### config.mk
export PLATFORM = sky130hd
export DESIGN_NAME = rate_monotonic_budget_scheduler_unit
export DESIGN_NICKNAME = d
export VERILOG_FILES = /design/src/design/rmbs_pkg.sv /design/src/design/rate_monotonic_budget_scheduler_unit.sv
export SDC_FILE = /design/constraint.sdc
export NUM_CORES = 1
export LEC_CHECK = 0
export ABC_AREA = 0
export BUFFER_PORTS_ARGS = -buffer_cell sky130_fd_sc_hd__buf_4
export CAP_MARGIN = 20
export CORE_UTILIZATION = 40
export CTS_BUF_LIST = sky130_fd_sc_hd__clkbuf_4 sky130_fd_sc_hd__clkbuf_8
export CTS_CLUSTER_SIZE = 30
export DETAILED_ROUTE_END_ITERATION = 8
export MAX_ROUTING_LAYER = met4
export PLACE_DENSITY = 0.56
export SETUP_SLACK_MARGIN = 0.2
export SYNTH_ARGS = -nofsm -noshare
export SYNTH_HDL_FRONTEND = slang
export SYNTH_SLANG_ARGS = --single-unit
export TNS_END_PERCENT = 5
### constraint.sdc
create_clock -name i_clk -period 10.3 [get_ports i_clk]
set_clock_uncertainty 0.2 [all_clocks]
set_input_delay 0.515 -clock i_clk [delete_from_list [all_inputs] [get_ports i_clk]]
set_output_delay 0.515 -clock i_clk [all_outputs]
set_load 0.02 [all_outputs]
### src/design/rmbs_pkg.sv
`timescale 1ns / 1ps
// ============================================================================
// rmbs_pkg
// Shared sizes, codes and state type for the rate monotonic budget scheduler.
// ============================================================================
package rmbs_pkg;

    localparam int MAX_ENTRIES = 8;
    localparam int IDX_W       = $clog2(MAX_ENTRIES);
    localparam int CNT_W       = $clog2(MAX_ENTRIES + 1);
    localparam int DATA_W      = 32;
    localparam int MODE_W      = 2;
    localparam int STATUS_W    = 2;

    typedef enum logic [MODE_W-1:0] {
        MODE_TICK   = 2'd0,
        MODE_ATTACH = 2'd1,
        MODE_DETACH = 2'd2,
        MODE_NONE   = 2'd3
    } t_mode;

    typedef enum logic [STATUS_W-1:0] {
        STATUS_OK        = 2'd0,
        STATUS_NO_BUDGET = 2'd1,
        STATUS_EMPTY     = 2'd2
    } t_status;

    typedef enum logic [1:0] {
        S_IDLE    = 2'd0,
        S_SWEEP   = 2'd1,
        S_RESOLVE = 2'd2,
        S_DONE    = 2'd3
    } t_state;

endpackage

### src/design/rate_monotonic_budget_scheduler_unit.sv
`timescale 1ns / 1ps
// ============================================================================
// rate_monotonic_budget_scheduler_unit
// Rate monotonic task scheduler with per-task budgets and deadline-miss flags.
// ============================================================================
// Usage:
//   Input channel (i_in_valid / o_in_ready) carries one command word: a tick,
//   an attach of a task slot (period and budget) or a detach of a slot.
//   Output channel (o_out_valid / i_out_ready) returns exactly one result word
//   per command: the slot picked to run, status, deadline-miss mask and the
//   preempted / out-of-budget flags of the previous running task.
// Sequencing:
//   A tick, attach or detach walks all MAX_ENTRIES slots, one slot per cycle,
//   through a single reload / compare / decrement unit, then passes through
//   the resolve state before the result is ready. A tick on an empty queue
//   and mode 3 skip the sweep and resolve and go straight to the done state.
//   The block works on one word at a time; o_in_ready is high only when idle,
//   so a new word is not taken before the last one has retired.
// Reset:
//   i_rst_n low clears the attached flags, the running task and the output
//   valid. Task counters need no clearing: they are only read once attached.
// Stall:
//   A finished result sits in the output register. If the receiver stalls,
//   the next command still runs to completion and then waits until the
//   output register frees before it retires.
// ============================================================================
module rate_monotonic_budget_scheduler_unit
    import rmbs_pkg::*;
(
    input  logic                  i_clk,
    input  logic                  i_rst_n,
    // command channel
    input  logic                  i_in_valid,
    output logic                  o_in_ready,
    input  logic [MODE_W-1:0]     i_mode,
    input  logic [IDX_W-1:0]      i_slot,
    input  logic [DATA_W-1:0]     i_attach_period,
    input  logic [DATA_W-1:0]     i_attach_budget,
    // result channel
    output logic                  o_out_valid,
    input  logic                  i_out_ready,
    output logic [IDX_W-1:0]      o_run_slot,
    output logic                  o_run_valid,
    output logic [STATUS_W-1:0]   o_status,
    output logic [MAX_ENTRIES-1:0] o_deadline_miss_mask,
    output logic                  o_preempted,
    output logic                  o_out_of_budget
);

    // ------------------------------------------------------------------------
    // Task table: attached flags reset, counters written on attach.
    // ------------------------------------------------------------------------
    logic [MAX_ENTRIES-1:0] r_attached;
    logic [DATA_W-1:0]      r_task_period [MAX_ENTRIES];
    logic [DATA_W-1:0]      r_task_budget [MAX_ENTRIES];
    logic [DATA_W-1:0]      r_period_left [MAX_ENTRIES];
    logic [DATA_W-1:0]      r_budget_left [MAX_ENTRIES];
    logic [IDX_W-1:0]       r_queue_rank  [MAX_ENTRIES];

    logic                   r_run_valid;
    logic [IDX_W-1:0]       r_run_slot;

    // ------------------------------------------------------------------------
    // Command word and sequencer
    // ------------------------------------------------------------------------
    t_state                 r_state;
    t_state                 n_state;
    t_mode                  r_mode;
    logic [IDX_W-1:0]       r_slot;
    logic [DATA_W-1:0]      r_period;
    logic [DATA_W-1:0]      r_budget;
    logic                   r_s_att;     // target slot was attached at accept
    logic [IDX_W-1:0]       r_s_rank;    // its rank at accept
    logic [IDX_W-1:0]       r_idx;       // sweep position
    logic [CNT_W-1:0]       r_cnt;       // attached slots other than target

    // Best candidate and running-task snapshot gathered by the sweep
    logic                   r_found;
    logic [IDX_W-1:0]       r_best_slot;
    logic [DATA_W-1:0]      r_best_period;
    logic [IDX_W-1:0]       r_best_rank;
    logic [DATA_W-1:0]      r_best_bl;
    logic [DATA_W-1:0]      r_cur_period;
    logic [DATA_W-1:0]      r_cur_bl;

    // Result staging
    logic [IDX_W-1:0]       r_res_slot;
    logic                   r_res_valid;
    t_status                r_res_status;
    logic [MAX_ENTRIES-1:0] r_res_miss;
    logic                   r_res_pre;
    logic                   r_res_oob;

    // Output register
    logic                   r_out_valid;
    logic [IDX_W-1:0]       r_out_slot;
    logic                   r_out_run_valid;
    logic [STATUS_W-1:0]    r_out_status;
    logic [MAX_ENTRIES-1:0] r_out_miss;
    logic                   r_out_pre;
    logic                   r_out_oob;

    logic                   w_accept;
    logic                   w_empty;
    logic                   w_last;
    logic                   w_load_out;
    logic [IDX_W-1:0]       w_rd_idx;

    // ------------------------------------------------------------------------
    // Next state
    // ------------------------------------------------------------------------
    assign w_accept = i_in_valid && o_in_ready;
    assign w_empty  = ~|r_attached;
    assign w_last   = (r_idx == IDX_W'(MAX_ENTRIES - 1));

    always_comb begin
        n_state = r_state;
        unique case (r_state)
            S_IDLE: begin
                if (w_accept) begin
                    if ((t_mode'(i_mode) == MODE_NONE) ||
                        ((t_mode'(i_mode) == MODE_TICK) && w_empty)) begin
                        n_state = S_DONE;
                    end else begin
                        n_state = S_SWEEP;
                    end
                end
            end
            S_SWEEP: begin
                if (w_last) begin
                    n_state = S_RESOLVE;
                end
            end
            S_RESOLVE: begin
                n_state = S_DONE;
            end
            S_DONE: begin
                if (!r_out_valid || i_out_ready) begin
                    n_state = S_IDLE;
                end
            end
            default: begin
                n_state = S_IDLE;
            end
        endcase
    end

    // ------------------------------------------------------------------------
    // Sequencer outputs
    // ------------------------------------------------------------------------
    always_comb begin
        o_in_ready = (r_state == S_IDLE);
        w_load_out = (r_state == S_DONE) && (!r_out_valid || i_out_ready);
        // one read port into the rank store: target slot when idle, sweep
        // position otherwise
        w_rd_idx   = (r_state == S_IDLE) ? i_slot : r_idx;
    end

    // ------------------------------------------------------------------------
    // Shared slot unit: reload, budget check, best-candidate compare and
    // period decrement for the slot under r_idx.
    // ------------------------------------------------------------------------
    logic              w_att;
    logic              w_reload;
    logic [DATA_W-1:0] w_pl;
    logic [DATA_W-1:0] w_bl;
    logic              w_miss;
    logic [DATA_W-1:0] w_tp;
    logic [IDX_W-1:0]  w_rank;
    logic              w_better;
    logic              w_is_cur;
    logic              w_shift;
    logic              w_count;

    always_comb begin
        w_att    = r_attached[r_idx];
        w_reload = (r_period_left[r_idx] == '0);
        w_pl     = w_reload ? r_task_period[r_idx] : r_period_left[r_idx];
        w_bl     = w_reload ? r_task_budget[r_idx] : r_budget_left[r_idx];
        w_miss   = w_reload && (r_budget_left[r_idx] != '0);
        w_tp     = r_task_period[r_idx];
        w_rank   = r_queue_rank[w_rd_idx];
        w_better = (w_bl != '0) &&
                   (!r_found || (w_tp < r_best_period) ||
                    ((w_tp == r_best_period) && (w_rank < r_best_rank)));
        w_is_cur = r_run_valid && (r_run_slot == r_idx);
        // close up the attach order behind the target slot
        w_shift  = w_att && r_s_att && (r_idx != r_slot) && (w_rank > r_s_rank);
        w_count  = w_att && (r_idx != r_slot);
    end

    // ------------------------------------------------------------------------
    // Resolve: decide between the running task and the best candidate.
    // ------------------------------------------------------------------------
    logic              w_oob;
    logic              w_pre;
    logic              w_use_cur;
    logic              w_found;
    logic [IDX_W-1:0]  w_pick;
    logic [DATA_W-1:0] w_pick_bl;
    logic              w_hit_run;

    always_comb begin
        w_oob     = r_run_valid && (r_cur_bl == '0);
        w_pre     = r_run_valid && !w_oob && r_found && (r_cur_period > r_best_period);
        w_use_cur = r_run_valid && !w_oob && !w_pre;
        w_found   = r_found || w_use_cur;
        w_pick    = w_use_cur ? r_run_slot : r_best_slot;
        w_pick_bl = w_use_cur ? r_cur_bl : r_best_bl;
        w_hit_run = r_s_att && r_run_valid && (r_run_slot == r_slot);
    end

    // ------------------------------------------------------------------------
    // Control registers
    // ------------------------------------------------------------------------
    always_ff @(posedge i_clk) begin
        if (!i_rst_n) begin
            r_state     <= S_IDLE;
            r_attached  <= '0;
            r_run_valid <= 1'b0;
            r_run_slot  <= '0;
            r_out_valid <= 1'b0;
        end else begin
            r_state <= n_state;

            if (r_state == S_RESOLVE) begin
                if (r_mode == MODE_TICK) begin
                    if (w_found) begin
                        r_run_valid <= 1'b1;
                        r_run_slot  <= w_pick;
                    end else begin
                        r_run_valid <= 1'b0;
                        r_run_slot  <= '0;
                    end
                end else begin
                    // attach or detach: drop the running task if it is the target
                    if (w_hit_run) begin
                        r_run_valid <= 1'b0;
                        r_run_slot  <= '0;
                    end
                    r_attached[r_slot] <= (r_mode == MODE_ATTACH);
                end
            end

            if (w_load_out) begin
                r_out_valid <= 1'b1;
            end else if (i_out_ready) begin
                r_out_valid <= 1'b0;
            end
        end
    end

    // ------------------------------------------------------------------------
    // Datapath registers
    // ------------------------------------------------------------------------
    always_ff @(posedge i_clk) begin
        unique case (r_state)
            S_IDLE: begin
                if (w_accept) begin
                    // capture the command word and clear the sweep context
                    r_mode       <= t_mode'(i_mode);
                    r_slot       <= i_slot;
                    r_period     <= i_attach_period;
                    r_budget     <= i_attach_budget;
                    r_s_att      <= r_attached[i_slot];
                    r_s_rank     <= w_rank;
                    r_idx        <= '0;
                    r_cnt        <= '0;
                    r_found      <= 1'b0;
                    r_res_slot   <= '0;
                    r_res_valid  <= 1'b0;
                    r_res_miss   <= '0;
                    r_res_pre    <= 1'b0;
                    r_res_oob    <= 1'b0;
                    r_res_status <= ((t_mode'(i_mode) == MODE_TICK) && w_empty) ?
                                    STATUS_EMPTY : STATUS_OK;
                end
            end
            S_SWEEP: begin
                r_idx <= r_idx + IDX_W'(1);
                if (r_mode == MODE_TICK) begin
                    if (w_att) begin
                        r_period_left[r_idx] <= w_pl - DATA_W'(1);
                        r_budget_left[r_idx] <= w_bl;
                        r_res_miss[r_idx]    <= w_miss;
                        if (w_better) begin
                            r_found       <= 1'b1;
                            r_best_slot   <= r_idx;
                            r_best_period <= w_tp;
                            r_best_rank   <= w_rank;
                            r_best_bl     <= w_bl;
                        end
                        if (w_is_cur) begin
                            r_cur_period <= w_tp;
                            r_cur_bl     <= w_bl;
                        end
                    end
                end else begin
                    if (w_shift) begin
                        r_queue_rank[r_idx] <= w_rank - IDX_W'(1);
                    end
                    if (w_count) begin
                        r_cnt <= r_cnt + CNT_W'(1);
                    end
                end
            end
            S_RESOLVE: begin
                if (r_mode == MODE_TICK) begin
                    r_res_pre <= w_pre;
                    r_res_oob <= w_oob;
                    if (w_found) begin
                        // spend one budget tick on the chosen task
                        r_budget_left[w_pick] <= w_pick_bl - DATA_W'(1);
                        r_res_slot            <= w_pick;
                        r_res_valid           <= 1'b1;
                        r_res_status          <= STATUS_OK;
                    end else begin
                        r_res_status <= STATUS_NO_BUDGET;
                    end
                end else if (r_mode == MODE_ATTACH) begin
                    // load the slot and append it at the tail
                    r_task_period[r_slot] <= r_period;
                    r_task_budget[r_slot] <= r_budget;
                    r_period_left[r_slot] <= r_period;
                    r_budget_left[r_slot] <= r_budget;
                    r_queue_rank[r_slot]  <= r_cnt[IDX_W-1:0];
                end
            end
            S_DONE: begin
                if (w_load_out) begin
                    r_out_slot      <= r_res_slot;
                    r_out_run_valid <= r_res_valid;
                    r_out_status    <= r_res_status;
                    r_out_miss      <= r_res_miss;
                    r_out_pre       <= r_res_pre;
                    r_out_oob       <= r_res_oob;
                end
            end
            default: begin
            end
        endcase
    end

    // ------------------------------------------------------------------------
    // Result ports
    // ------------------------------------------------------------------------
    assign o_out_valid          = r_out_valid;
    assign o_run_slot           = r_out_slot;
    assign o_run_valid          = r_out_run_valid;
    assign o_status             = r_out_status;
    assign o_deadline_miss_mask = r_out_miss;
    assign o_preempted          = r_out_pre;
    assign o_out_of_budget      = r_out_oob;

endmodule

==> run metrics, run 1 <==
Hold Vio Cnt, Final 0; Remaining DRCs 0; Most used DFF post-synth edfxtp_1; ratio of cells with drive above 1 in the final layout 23.2%; IO Port Bufs 90; Syn Area/Cell 17.8 µm²; Seq/Total Area, Yosys 71.2%; fmax 135 MHz; Top Metal Used met4; initial antenna violation count 2; Total Power 16400 µW; FFs w/ async S/R, synth 0%; RSZ-0062 raised after global routing no; clk root buf clkbuf_8; EDFF count, synth 1294; Die X 373 µm; Crit path buffers/inverters 1; Area Overhead vs Synth 14.6%; Synth Area in Compound Gates 4.38%; clock buffer depth 3; routed length per instance 26.5 µm; Critical Path RT 10.74 ns; status finished clean; P_leak 0.0207 µW; Simple-Gate Fraction of Synth Area 5.45%; H-tree Lvls 4; nets@finish 3553; metal3 WL 9640 µm; remaining global-route overflow 0; Slew headroom 26.4%; Synth Warn # 0; most used cell, CP or3b_1; CTS tree yes; # setup viols final 0; Final Slew Violations 0; All-Layer GR Usage 21.0%; Max Cap Viol 0; VDD IR-drop max 0.128 mV; count of distinct cell types in the synthesized netlist 84; Reg clk slew, reported paths 0.07 ns; Final Critical Period 7.43 ns; Arrival @ worst endpoint 7.87 ns; worst-path cell chain buf_12 > nand2b_1 > o22ai_1 > o211ai_1 > nor3_2 > and3_2 > a221oi_1 > ha_1 > o21a_1 > or3b_1 > nor4_1 > and4bb_2 > o211ai_2 > or3b_1 > xor2_1 > a21oi_1; routability congestion estimate 0.876; largest net degree at the start of global routing 96; Yosys reg bits 1312; combinational family with the most area after synthesis multiplexers; fin cells 5353; Mapped Cells 3093; Top delay family on crit path simple AND/OR/NAND/NOR gates; Initial Util 40.5%; row count 135; Hold/Removal Path Class in -> reg; Worst setup SP type flop; DR iter-0 viols 3017; CP max-delay cell nor4_1; M1 wire length 63500 µm; first-pass GRT wire length 208000 µm; power per standard cell area 260 nW/µm²; Die Area 139000 µm²; critical path peak fanout 95; via/cell ratio 5.69; mux cell area share after synthesis 14.3%; CP Class reg -> reg; hold_buf cts 76; utilization after layout 46.4%; synthesized area 55100 µm²; worst slew pin tran 1.10 ns; slowest stage delay, CP 0.79 ns; WHS 0.105 ns; setup tns final 0 ns; WL final 142000 µm; CTS sink cnt 1312; number of global-route vias before repair 31450; DP HPWL 87500 µm; CTS buffer count 212; DRT antenna net count 0; Final Cycle Share 72.1%; met2 WL 65600 µm; Die H 373 µm; Critical Path Sink Type flop; Syn Nets 3245; Synth Area in XOR/XNOR 1.16%; buffer count from post-CTS setup fixing 0; Placed Cells 4891; min-delay src i_attach_period[0]; via count 30476; most common cell after layout, fill and taps aside edfxtp_1; 1st-pass router iterations 6; worst skew pair latency 0.94 ns; Synth Area in Adders 1.80%; most frequent cells in the layout edfxtp_1 (1294), mux4_2 (256), clkbuf_8 (216); Core ar. 136000 µm²; number of gates resized after cts 0; IO Count 91
-- path summary, 6_finish.rpt --
check,end,slack [ns],depth (start not counted)
min reg2reg,o_out_of_budget$_DFFE_PP_,0.22,0
max reg2reg,r_period_left[3][30]$_DFFE_PP_,2.87,16
max,r_period_left[3][30]$_DFFE_PP_,2.87,16
min,r_period[0]$_DFFE_PP_,0.10,2
-- stage by stage --
step                      cell area [µm²]  setup slack (ns)
after floorplan                     55100              2.37
after global placement              58000              3.28
after detailed placement            58000              3.03
after CTS                           63100              2.96
after global routing                63100              2.55
final                               63100              2.87
-- synth_stat cells, drive strengths merged (5+ instances only) --
library cell,instances,area share [%]
o21ai,78,0.71
nand2b,14,0.16
mux2,29,0.59
mux4,263,11
nand3b,8,0.11
nor4,25,0.31
nand2,118,0.80
clkbuf,44,0.30
nor4b,6,0.12
a21oi,100,0.91
buf,93,0.98
a31oi,21,0.24
a22oi,7,0.095
mux2i,157,2.9
a21boi,8,0.11
o21a,20,0.27
or3,14,0.18
o31ai,7,0.095
o32ai,7,0.11
a21o,21,0.29
o211ai,11,0.16
dfxtp,18,0.65
o311ai,6,0.095
ha,79,1.8
xor2,32,0.51
nand4,31,0.35
nor3b,6,0.082
a221oi,8,0.13
and2,8,0.091
or2,13,0.15
nor2b,27,0.31
o22ai,12,0.14
nand3,28,0.26
and3,5,0.057
or4,11,0.16
a211oi,24,0.33
edfxtp,1294,71
nor2,205,1.4
xnor2,41,0.65
inv,68,0.46
nor3,80,0.74
-- cell families after synthesis --
group	after synthesis
xor+xnor	73
buf+inv	205
fa+ha+maj	79
compound gates	366
simple gates	609
flops	1312
mux	449
-- cell type report --
cell class / instances / area [µm²]
clock inverters: 119 / 982
fillers: 11575 / 72900
flip-flops and latches: 1312 / 39200
repair buffers: 231 / 1950
diodes: 1 / 2.50
inverters: 68 / 256
clock buffers: 265 / 3340
multi-input cells: 1576 / 15100
well taps: 1781 / 2230
-- layer usage --
metal,track usage (%),vias up
li1,-,13161
met4,5.75,0
met5,-,-
met1,29.1,15916
met3,3.82,233
met2,31.7,1166
-- report_power, final --
group / internal, µW / switching [µW] / total, µW / leakage [µW]
logic: 1660 / 2800 / 4460 / 0.00655
clock network: 2510 / 2090 / 4600 / 0.00227
registers: 6990 / 351 / 7340 / 0.0118
total: 11200 / 5240 / 16400 / 0.0207
-- registers in the layout, indices dropped and copies added (netlist names), 256 cells and up, named ones only --
| name | count |
|---|---|
| r_budget_left | 256 |
| r_period_left | 256 |
| r_task_budget | 256 |
| r_task_period | 256 |
Note: power is estimated with default switching activity, not from simulation.
==> run 2, diff against run 1 <==
Clock period 10.3 ns to 7.34 ns, I/O delays scaled along.
==> run 2 against run 1 <==
  * Global-route usage grew 0.41 points
  * Largest power group unchanged
  * Die area is the same
  * Setup slack lost 2.2 ns
  * Critical endpoint is now r_period_left[7][30]$_DFFE_PP_
  * Worst hold slack gained 0.039 ns
  * Clock-buffer cell count grew 12
  * Non-clock buffer count grew 77
  * Critical path depth is the same
==> run metrics, run 2 (synthesis gave the netlist of run 1 again) <==
Area Overhead vs Synth 16.0%; Die Area 139000 µm² (unchanged); CP max-delay cell dfxtp_4; Max Cap Viol 0 (unchanged); Die H 373 µm (unchanged); power per standard cell area 360 nW/µm² (+38%); DP HPWL 87300 µm (-0.16%); number of global-route vias before repair 31520 (+0.22%); Initial Util 40.5% (unchanged); RR Endpoint r_period_left[7][30]$_DFFE_PP_; CTS buffer count 210 (-0.94%); worst slew pin tran 1.09 ns (-0.0148 ns); worst-path cell chain buf_4 > mux2_2 > o31ai_1 > o211ai_1 > nor3_2 > and3_2 > a221oi_1 > ha_1 > o21a_1 > or3b_1 > nor4_1 > and4bb_2 > o211ai_2 > or3b_1 > xor2_1 > a21oi_1; Final Cycle Share 90.2% (+18 points); remaining global-route overflow 0 (unchanged); Reg area 39200 µm² (unchanged); initial antenna violation count 6 (+4); # setup viols final 0 (unchanged); Placed Cells 4904 (+0.27%); 1st-pass router iterations 6 (unchanged); nets@finish 3628 (+2.1%); Hold/Removal Path Class in -> reg; Die X 373 µm (unchanged); Core ar. 136000 µm² (unchanged); pre-CTS worst setup slack 0.725 ns (-2.30 ns); flop-to-flop setup slack 0.72 ns (-2.15 ns); Hold Crit Depth 4 (+2); routability congestion estimate 0.881 (+0.57%); ratio of cells with drive above 1 in the final layout 23.2% (about the same); worst reg-to-reg path cell count 16 (unchanged); clk root buf clkbuf_8; Top delay family on crit path simple AND/OR/NAND/NOR gates; DR iter-0 viols 2895 (-4.0%); clock buffer depth 3 (unchanged); row count 135 (unchanged); Arrival @ worst endpoint 7.08 ns (-0.79 ns); Total Power 23000 µW (+40%); Hold Vio Cnt, Final 0 (unchanged); VDD IR-drop max 0.199 mV (+56%); Final Worst Setup Slack 0.718 ns (-2.15 ns); largest net degree at the start of global routing 75 (-22%); Multi-input gate area 15100 µm² (about the same); CTS tree yes; critical path peak fanout 55 (-42%); via count 30769 (+0.96%); status finished clean; Slew headroom 27.4% (+0.98 points); DRT antenna net count 0 (unchanged); CTS sink cnt 1312 (unchanged); worst skew pair latency 0.95 ns (about the same); Critical Path RT 7.80 ns (-2.94 ns); WL final 145000 µm (+2.1%); most frequent cells in the layout edfxtp_1 (1294), mux4_2 (256), clkbuf_8 (210); RSZ-0062 raised after global routing no; routed length per instance 26.7 µm (+0.72%); Crit path buffers/inverters 1 (unchanged); Remaining DRCs 0 (unchanged); Worst setup SP type flop; fin cells 5424 (+1.3%); filler instances 11447 (-1.1%); Final Slew Violations 0 (unchanged); CP Class reg -> reg; via/cell ratio 5.67 (-0.36%); WHS 0.144 ns (+0.0393 ns); All-Layer GR Usage 21.4% (+0.41 points); first-pass GRT wire length 211000 µm (+1.3%); critical path depth 16 (unchanged); most used cell, CP or3b_1; most common cell after layout, fill and taps aside edfxtp_1; P_leak 0.0210 µW (+1.6%); IO Port Bufs 90 (unchanged); Reg clk slew, reported paths 0.07 ns (about the same); Worst Hold End o_out_valid$_SDFFE_PN0P_; Final Critical Period 6.62 ns (-0.806 ns); IO Count 91 (unchanged); H-tree Lvls 4 (unchanged); slowest stage delay, CP 0.96 ns (+0.17 ns); Critical Path Sink Type flop; fmax 151 MHz (+12%); min-delay src i_out_ready
[run 2: worst max-delay path by stage]
stage,end,slack [ns]
after detailed placement,r_budget_left[2][24]$_DFFE_PP_,0.73
after CTS,r_budget_left[3][24]$_DFFE_PP_,0.62
after global placement,r_budget_left[0][24]$_DFFE_PP_,1.01
after floorplan,r_best_bl[0]$_DFFE_PP_,-0.25
after global routing,r_period_left[7][30]$_DFFE_PP_,0.37
final,r_period_left[7][30]$_DFFE_PP_,0.72
[run 2: through the flow]
stage / instance area [µm²] / TNS, ns / util [%]
4_1_cts: 63900 / 0 / 47.0
3_3_place_gp: 58200 / 0 / 42.8
5_1_grt: 63900 / 0 / 47.0
3_5_place_dp: 58200 / 0 / 42.8
6_report: 63900 / 0 / 47.0
2_1_floorplan: 55100 / -17.64 / -
[run 2: routing by layer]
layer  track usage (%)  vias to the layer above  share of wire (%)
li1                  -                    13283                  -
met1              29.3                    16055                 44
met2              31.9                     1166                 46
met3              4.15                      265                6.9
met4              7.35                        0                2.8
met5                 -                        -                  0
[run 2: area by class of cell]
class,count,share of cell area [%]
flip-flops and latches,1312,61.4
multi-input cells,1576,23.6
clock buffers,277,5.31
repair buffers,308,4.43
well taps,1781,3.49
clock inverters,100,1.31
inverters,68,0.402
diodes,2,0.00783
[run 2: worst min-delay path, delay by kind of cell]
family                 cells  cell delay [ns]
buffers and inverters      2             0.65
AND/OR/NAND/NOR            1             0.06
AO/OA/AOI/OAI              1             0.17
[run 2: power by group]
part,switching [µW],internal (µW),total (µW)
combinational,3960,2390,6340
sequential,477,9800,10300
clock,2940,3420,6360
total,7370,15600,23000
[run 2: repair_timing]
action,4_1_cts,5_1_grt
hold buffers,141,0
setup endpoints to repair,0,8
gates resized for setup,0,1
setup buffers,0,0
hold endpoints to repair,115,0
